[config.mk]
export PLATFORM = sky130hd
export DESIGN_NAME = scancode_to_ascii_decoder
export DESIGN_NICKNAME = d
export VERILOG_FILES = /design/src/hw/rtl/scta_pkg.sv /design/src/hw/rtl/scta_decode.sv /design/src/hw/rtl/scancode_to_ascii_decoder.sv
export SDC_FILE = /design/constraint.sdc
export NUM_CORES = 1
export LEC_CHECK = 0
export BUFFER_PORTS_ARGS = -buffer_cell sky130_fd_sc_hd__buf_2
export CORE_ASPECT_RATIO = 0.9
export CORE_MARGIN = 5
export CORE_UTILIZATION = 50
export DETAILED_ROUTE_END_ITERATION = 6
export GPL_TIMING_DRIVEN = 0
export PLACE_DENSITY = 0.66
export SLEW_MARGIN = 10
export SYNTH_ARGS = -nofsm -noshare
export SYNTH_HDL_FRONTEND = slang
export SYNTH_SLANG_ARGS = --single-unit
[constraint.sdc]
create_clock -name clk -period 7.35 [get_ports clk]
set_clock_uncertainty 0.1 [all_clocks]
set_input_delay 1.1025 -clock clk [delete_from_list [all_inputs] [get_ports clk]]
set_output_delay 1.1025 -clock clk [all_outputs]
set_load 0.05 [all_outputs]
[src/hw/rtl/scta_pkg.sv]
// scta_pkg: scan codes, keymap table and shift remap for the scan-code decoder
`timescale 1ns / 1ps
package scta_pkg;

	localparam logic [7:0] CODE_LSHIFT = 8'h2A;
	localparam logic [7:0] CODE_RSHIFT = 8'h36;
	localparam logic [7:0] REL_LSHIFT  = 8'hAA;
	localparam logic [7:0] REL_RSHIFT  = 8'hB6;
	localparam logic [7:0] CODE_EXT    = 8'hE0;
	localparam logic [7:0] EXT_UP      = 8'h48;
	localparam logic [7:0] EXT_DOWN    = 8'h50;
	localparam logic [7:0] EXT_LEFT    = 8'h4B;
	localparam logic [7:0] EXT_RIGHT   = 8'h4D;

	localparam logic [6:0] CHAR_UP    = 7'h41;
	localparam logic [6:0] CHAR_DOWN  = 7'h42;
	localparam logic [6:0] CHAR_RIGHT = 7'h43;
	localparam logic [6:0] CHAR_LEFT  = 7'h44;
	localparam logic [6:0] CHAR_NONE  = 7'h00;

	typedef logic [7:0] scan_t;
	typedef logic [6:0] char_t;

	// decoder result for one item, plus the next flag values
	typedef struct packed {
		logic  has_char;
		char_t chr;
		logic  shift_next;
		logic  ext_next;
	} dec_t;

	function automatic char_t keymap(input logic [5:0] idx);
		char_t c;
		case (idx)
			6'h02: c = 7'h31;
			6'h03: c = 7'h32;
			6'h04: c = 7'h33;
			6'h05: c = 7'h34;
			6'h06: c = 7'h35;
			6'h07: c = 7'h36;
			6'h08: c = 7'h37;
			6'h09: c = 7'h38;
			6'h0A: c = 7'h39;
			6'h0B: c = 7'h30;
			6'h0C: c = 7'h2D;
			6'h0D: c = 7'h3D;
			6'h0E: c = 7'h08; // backspace
			6'h10: c = 7'h71;
			6'h11: c = 7'h77;
			6'h12: c = 7'h65;
			6'h13: c = 7'h72;
			6'h14: c = 7'h74;
			6'h15: c = 7'h79;
			6'h16: c = 7'h75;
			6'h17: c = 7'h69;
			6'h18: c = 7'h6F;
			6'h19: c = 7'h70;
			6'h1A: c = 7'h5B;
			6'h1B: c = 7'h5D;
			6'h1C: c = 7'h0A; // enter
			6'h1E: c = 7'h61;
			6'h1F: c = 7'h73;
			6'h20: c = 7'h64;
			6'h21: c = 7'h66;
			6'h22: c = 7'h67;
			6'h23: c = 7'h68;
			6'h24: c = 7'h6A;
			6'h25: c = 7'h6B;
			6'h26: c = 7'h6C;
			6'h27: c = 7'h3B;
			6'h28: c = 7'h27;
			6'h29: c = 7'h60;
			6'h2B: c = 7'h5C;
			6'h2C: c = 7'h7A;
			6'h2D: c = 7'h78;
			6'h2E: c = 7'h63;
			6'h2F: c = 7'h76;
			6'h30: c = 7'h62;
			6'h31: c = 7'h6E;
			6'h32: c = 7'h6D;
			6'h33: c = 7'h2C;
			6'h34: c = 7'h2E;
			6'h35: c = 7'h2F;
			6'h37: c = 7'h2A;
			6'h39: c = 7'h20; // space
			default: c = CHAR_NONE;
		endcase
		return c;
	endfunction

	function automatic char_t apply_shift(input char_t c);
		char_t r;
		if (c >= 7'h61 && c <= 7'h7A) begin
			r = c - 7'h20;
		end else begin
			case (c)
				7'h31: r = 7'h21;
				7'h32: r = 7'h40;
				7'h33: r = 7'h23;
				7'h34: r = 7'h24;
				7'h35: r = 7'h25;
				7'h36: r = 7'h5E;
				7'h37: r = 7'h26;
				7'h38: r = 7'h2A;
				7'h39: r = 7'h28;
				7'h30: r = 7'h29;
				7'h2D: r = 7'h5F;
				7'h3D: r = 7'h2B;
				7'h5B: r = 7'h7B;
				7'h5D: r = 7'h7D;
				7'h5C: r = 7'h7C;
				7'h3B: r = 7'h3A;
				7'h27: r = 7'h22;
				7'h2C: r = 7'h3C;
				7'h2E: r = 7'h3E;
				7'h2F: r = 7'h3F;
				default: r = c;
			endcase
		end
		return r;
	endfunction

endpackage

[src/hw/rtl/scta_decode.sv]
// scta_decode: combinational decode of one scan byte against the shift and prefix flags
`timescale 1ns / 1ps
module scta_decode
	import scta_pkg::*;
(
	input  scan_t byte_in,
	input  logic  shift_held,
	input  logic  ext_pending,
	output dec_t  dec
);

	char_t base_chr;
	char_t shifted_chr;

	// only codes below 0x40 with bit 7 clear hit the table
	assign base_chr    = (byte_in[7:6] == 2'b00) ? keymap(byte_in[5:0]) : CHAR_NONE;
	assign shifted_chr = shift_held ? apply_shift(base_chr) : base_chr;

	always_comb begin
		dec.has_char   = 1'b0;
		dec.chr        = CHAR_NONE;
		dec.shift_next = shift_held;
		dec.ext_next   = 1'b0;
		if (ext_pending) begin
			// byte after the prefix is always consumed here
			case (byte_in)
				EXT_UP:    dec.chr = CHAR_UP;
				EXT_DOWN:  dec.chr = CHAR_DOWN;
				EXT_RIGHT: dec.chr = CHAR_RIGHT;
				EXT_LEFT:  dec.chr = CHAR_LEFT;
				default:   dec.chr = CHAR_NONE;
			endcase
			dec.has_char = (dec.chr != CHAR_NONE);
		end else if (byte_in == CODE_LSHIFT || byte_in == CODE_RSHIFT) begin
			dec.shift_next = 1'b1;
		end else if (byte_in == REL_LSHIFT || byte_in == REL_RSHIFT) begin
			dec.shift_next = 1'b0;
		end else if (byte_in == CODE_EXT) begin
			dec.ext_next = 1'b1;
		end else begin
			dec.chr      = shifted_chr;
			dec.has_char = (base_chr != CHAR_NONE);
		end
	end

endmodule

[src/hw/rtl/scancode_to_ascii_decoder.sv]
// scancode_to_ascii_decoder: scan-code set 1 byte stream to ascii characters
//
// input channel: scan_valid / scan_stall carry one scan byte per item.
// output channel: char_valid / char_stall carry one ascii character per item.
// an item is taken at a clock edge with valid high and stall low.
// every input item yields zero or one output item; shift codes, the extended
// prefix, break codes and unmapped keys give none.
// path: the byte lands in the input register at the accept edge and its character
// in the result register once that register is free, with the decode table
// between them; char_valid rises as the result register is loaded.
// throughput: one item per cycle unless the receiver stalls; the input register
// holds the next byte while a decoded character waits in the result register.
// when the receiver stalls, the result register holds its character and the
// input register fills; scan_stall rises only when both are occupied and the
// held byte would produce a character. items with no result drain regardless.
// reset clears the shift and prefix flags and empties both registers.
`timescale 1ns / 1ps
module scancode_to_ascii_decoder
	import scta_pkg::*;
(
	input  logic       clk,
	input  logic       arst_n,
	input  logic       scan_valid,
	output logic       scan_stall,
	input  logic [7:0] scan_byte,
	output logic       char_valid,
	input  logic       char_stall,
	output logic [6:0] char_code
);

	logic  valid_s1;
	scan_t byte_s1;
	logic  shift_q;
	logic  ext_q;
	logic  out_free;
	logic  adv;
	logic  scan_take;
	dec_t  dec;

	scta_decode u_decode (
		.byte_in     (byte_s1),
		.shift_held  (shift_q),
		.ext_pending (ext_q),
		.dec         (dec)
	);

	assign out_free   = !char_valid || !char_stall;
	// items with no character do not need the result register
	assign adv        = valid_s1 && (!dec.has_char || out_free);
	assign scan_stall = valid_s1 && !adv;
	assign scan_take  = scan_valid && !scan_stall;

	always_ff @(posedge clk or negedge arst_n) begin
		if (!arst_n) begin
			valid_s1 <= 1'b0;
		end else begin
			valid_s1 <= scan_take || (valid_s1 && !adv);
		end
	end

	always_ff @(posedge clk) begin
		if (scan_take) begin
			byte_s1 <= scan_byte;
		end
	end

	always_ff @(posedge clk or negedge arst_n) begin
		if (!arst_n) begin
			shift_q <= 1'b0;
			ext_q   <= 1'b0;
		end else if (adv) begin
			shift_q <= dec.shift_next;
			ext_q   <= dec.ext_next;
		end
	end

	always_ff @(posedge clk or negedge arst_n) begin
		if (!arst_n) begin
			char_valid <= 1'b0;
		end else if (out_free) begin
			char_valid <= adv && dec.has_char;
		end
	end

	always_ff @(posedge clk) begin
		if (out_free && adv && dec.has_char) begin
			char_code <= dec.chr;
		end
	end

	a_no_zero_char: assert property (@(posedge clk) disable iff (!arst_n)
		char_valid |-> char_code != CHAR_NONE)
		else $error("zero character on output");

	a_ext_gives_arrow: assert property (@(posedge clk) disable iff (!arst_n)
		(adv && ext_q && dec.has_char) |=> char_valid &&
			(char_code == CHAR_UP || char_code == CHAR_DOWN ||
			 char_code == CHAR_RIGHT || char_code == CHAR_LEFT))
		else $error("extended code did not decode to a cursor character");

	a_stall_needs_held: assert property (@(posedge clk) disable iff (!arst_n)
		scan_stall |-> valid_s1 && dec.has_char && char_valid && char_stall)
		else $error("input stalled without a blocked result");

	a_shift_make: assert property (@(posedge clk) disable iff (!arst_n)
		(adv && !ext_q && (byte_s1 == CODE_LSHIFT || byte_s1 == CODE_RSHIFT)) |=> shift_q)
		else $error("shift make code did not set shift flag");

	a_prefix_one_shot: assert property (@(posedge clk) disable iff (!arst_n)
		(adv && ext_q) |=> !ext_q)
		else $error("prefix flag survived the extended byte");

endmodule

==> key figures <==
Outcome
  • Status: finished, final reports clean

Critical path
  • Worst EP arrival: 4.76 ns
  • Crit path capture type: flip-flop
  • Reg2reg path depth: 15
  • CP Data Required Time: 7.42 ns
  • Crit path launch type: flip-flop
  • Worst-path maximum fanout: 10
  • WS Path Type: reg2reg

Drt
  • Via/cell ratio: 6.38
  • First-iteration detailed-routing DRC count: 197
  • Drt drc: 0
  • Routed via count: 2846
  • Drt wl/cell: 17.8 um
  • Post-Route WL: 7950 um
  • Detail Route Antenna Nets: 0
  • Initial DRT Pass Iterations: 4

Synth
  • Mapped Cells: 352
  • Seq/Total Area, Yosys: 23.9%
  • Mean area per synthesized cell: 8.20 um2
  • Post-synth cell types: 69
  • Register bit total from synthesis: 26
  • Synth warn: 0
  • Synth Flop Type: edfxtp_1
  • Top post-synthesis cells by area: edfxtp_1, mux2i_1, ha_1
  • Post-synth EDFFs: 15
  • Fraction of registers with async set/reset: 15.4%
  • Netlist Area Pre-Place: 2890 um2
  • Post-synth top area cell: edfxtp_1
  • Share of the synthesized area in the top cell type: 15.6%
  • Syn_nets: 376

Floorplanning
  • Total I/O pin count: 21
  • FP Rows: 26
  • Die ar.: 7390 um2
  • Starting Density: 51.3%
  • Chip height: 82.1 um
  • Die width: 90.1 um
  • Core Box Area: 5630 um2

STA
  • Final period util: 63.9%
  • Worst slew pin tran: 0.758 ns
  • RSZ-0062 raised after global routing: no
  • Slew headroom: 48.8%
  • Final Hold Viols: 0
  • Setup tns final: 0 ns
  • Highest Clock Rate: 213 MHz
  • Final setup vio count: 0
  • Slew Viols, Final: 0
  • Fin crit period: 4.69 ns

GRT
  • Tot GR Track Use: 21.3%
  • Total gr overflow: 0
  • Vias in the first global route: 2639
  • Initial antenna violation count: 0
  • First-pass GRT wire length: 13100 um
  • Largest net degree at the start of global routing: 16

Clock tree
  • Clock Path Buffers: 2
  • Num CTS Buffers: 3
  • Post-cts sizing count: 0
  • CTS sink cnt: 26
  • Root Driver: clkbuf_8
  • Setup Fix Bufs, Post-CTS: 0
  • CTS clk-pin slew, worst paths: 0.10 ns
  • Hold Buf Count CTS: 0
  • Clock Latency Late Sink: 0.27 ns
  • H-tree depth: 1
  • CTS tree: built

Layout
  • Layout Cells excl Fill: 446
  • Post-layout instance area: 3150 um2
  • Final nets: 401
  • Most frequent cells in the layout: nand2_1, buf_2, o21ai_0
  • Fillers: 533
  • Diode count: 0
  • Finished Core Util: 55.9%
  • Share of cells above drive strength 1: 13.8%
  • Area growth from synthesis to layout: 8.97%
  • Commonest non-fill, non-tap cell in the layout: nand2_1

Job
  • # Max-Cap Violations: 0

Power and ir drop
  • Power Density: 152 nW/um2
  • Leak Pwr: 1.23 nW
  • Max VDD drop: 0.0000963 V

Place
  • Placed cell count: 442
  • Placed Area: 3070 um2
  • Detailed placer's ending HPWL: 5940 um
  • Final GP Congestion: 1.00
  • Port Buf Inserts: 20

Hold path
  • Hold/Removal Path Class: reg2reg
  • Hold depth: 1
-- critical path: stages, from the launching register on --
cell and delay [ns]:
edfxtp_1 0.52, nor4b_1 0.20, nand4_1 0.11, or3b_1 0.37, buf_6 0.15, o311ai_4 0.53, buf_6 0.25, mux2i_1 0.64
inv_1 0.28, ha_1 0.35, clkbuf_1 0.30, mux2i_1 0.12, o22a_1 0.19, nand3_1 0.08, o221ai_1 0.13, mux2i_1 0.26
-- through the flow --
stage / total power [mW] / setup slack (ns) / hold slack (ns)
3_5_place_dp: 0.359 / 2.62 / 0.441
2_1_floorplan: 0.313 / 3.52 / 0.403
4_1_cts: 0.476 / 2.69 / 0.467
5_1_grt: 0.507 / 2.40 / 0.490
3_3_place_gp: 0.359 / 2.67 / 0.417
6_report: 0.478 / 2.66 / 0.459
-- power by group --
group / internal, mW / total, mW / switching [mW]
clock network: 0.0728 / 0.117 / 0.0447
logic: 0.0655 / 0.178 / 0.112
registers: 0.168 / 0.183 / 0.0148
total: 0.306 / 0.478 / 0.172
-- cells by family after synthesis --
logic type | count (synthesis) | synth area share [%]
and+or+nand+nor | 126 | 23.1
buffers and inverters | 41 | 6.85
AOI/OAI and AO/OA | 113 | 29.0
DFF | 26 | 23.9
xor gates and xnor gates | 8 | 2.43
adders and majority gates | 12 | 5.20
muxes | 26 | 9.45
-- layer usage --
metal / track usage, % / share of wire [%]
met2: 37.3 / 46
met3: 1.92 / 6.6
met4: 5.65 / 1.7
met5: 0 / 0
met1: 28.5 / 46
-- worst paths after layout --
check	start	to	slack, ns
hold reg to reg	char_valid	char_valid	0.46
setup reg to reg	byte_s1[6]	flip-flop	2.66
setup / recovery	byte_s1[6]	flip-flop	2.66
max in group asynchronous	arst_n	char_valid	6.53
min in group asynchronous	arst_n	valid_s1	0.51
hold / removal	char_valid	char_valid	0.46
-- cells in the mapped netlist (8+ instances only) --
cell	count
edfxtp_1	15
a21oi_1	16
nand2_1	33
a21o_1	8
o21ai_0	23
nor2_1	20
nand2b_1	18
nor2b_1	10
ha_1	12
nor3_1	11
clkbuf_1	13
mux2i_1	19
inv_1	14
-- layout make-up --
cell class | instances | area (um2) | share of cell area [%]
Buffer | 27 | 145 | 4.61
Clock buffer | 3 | 41.3 | 1.31
Clock inverter | 1 | 30.0 | 0.955
Inverter | 14 | 52.6 | 1.67
Multi-Input combinational cell | 285 | 2000 | 63.5
Sequential cell | 26 | 691 | 22.0
Tap cell | 70 | 87.6 | 2.78
Timing Repair Buffer | 20 | 100 | 3.18
(Power assumes the default switching activity.)
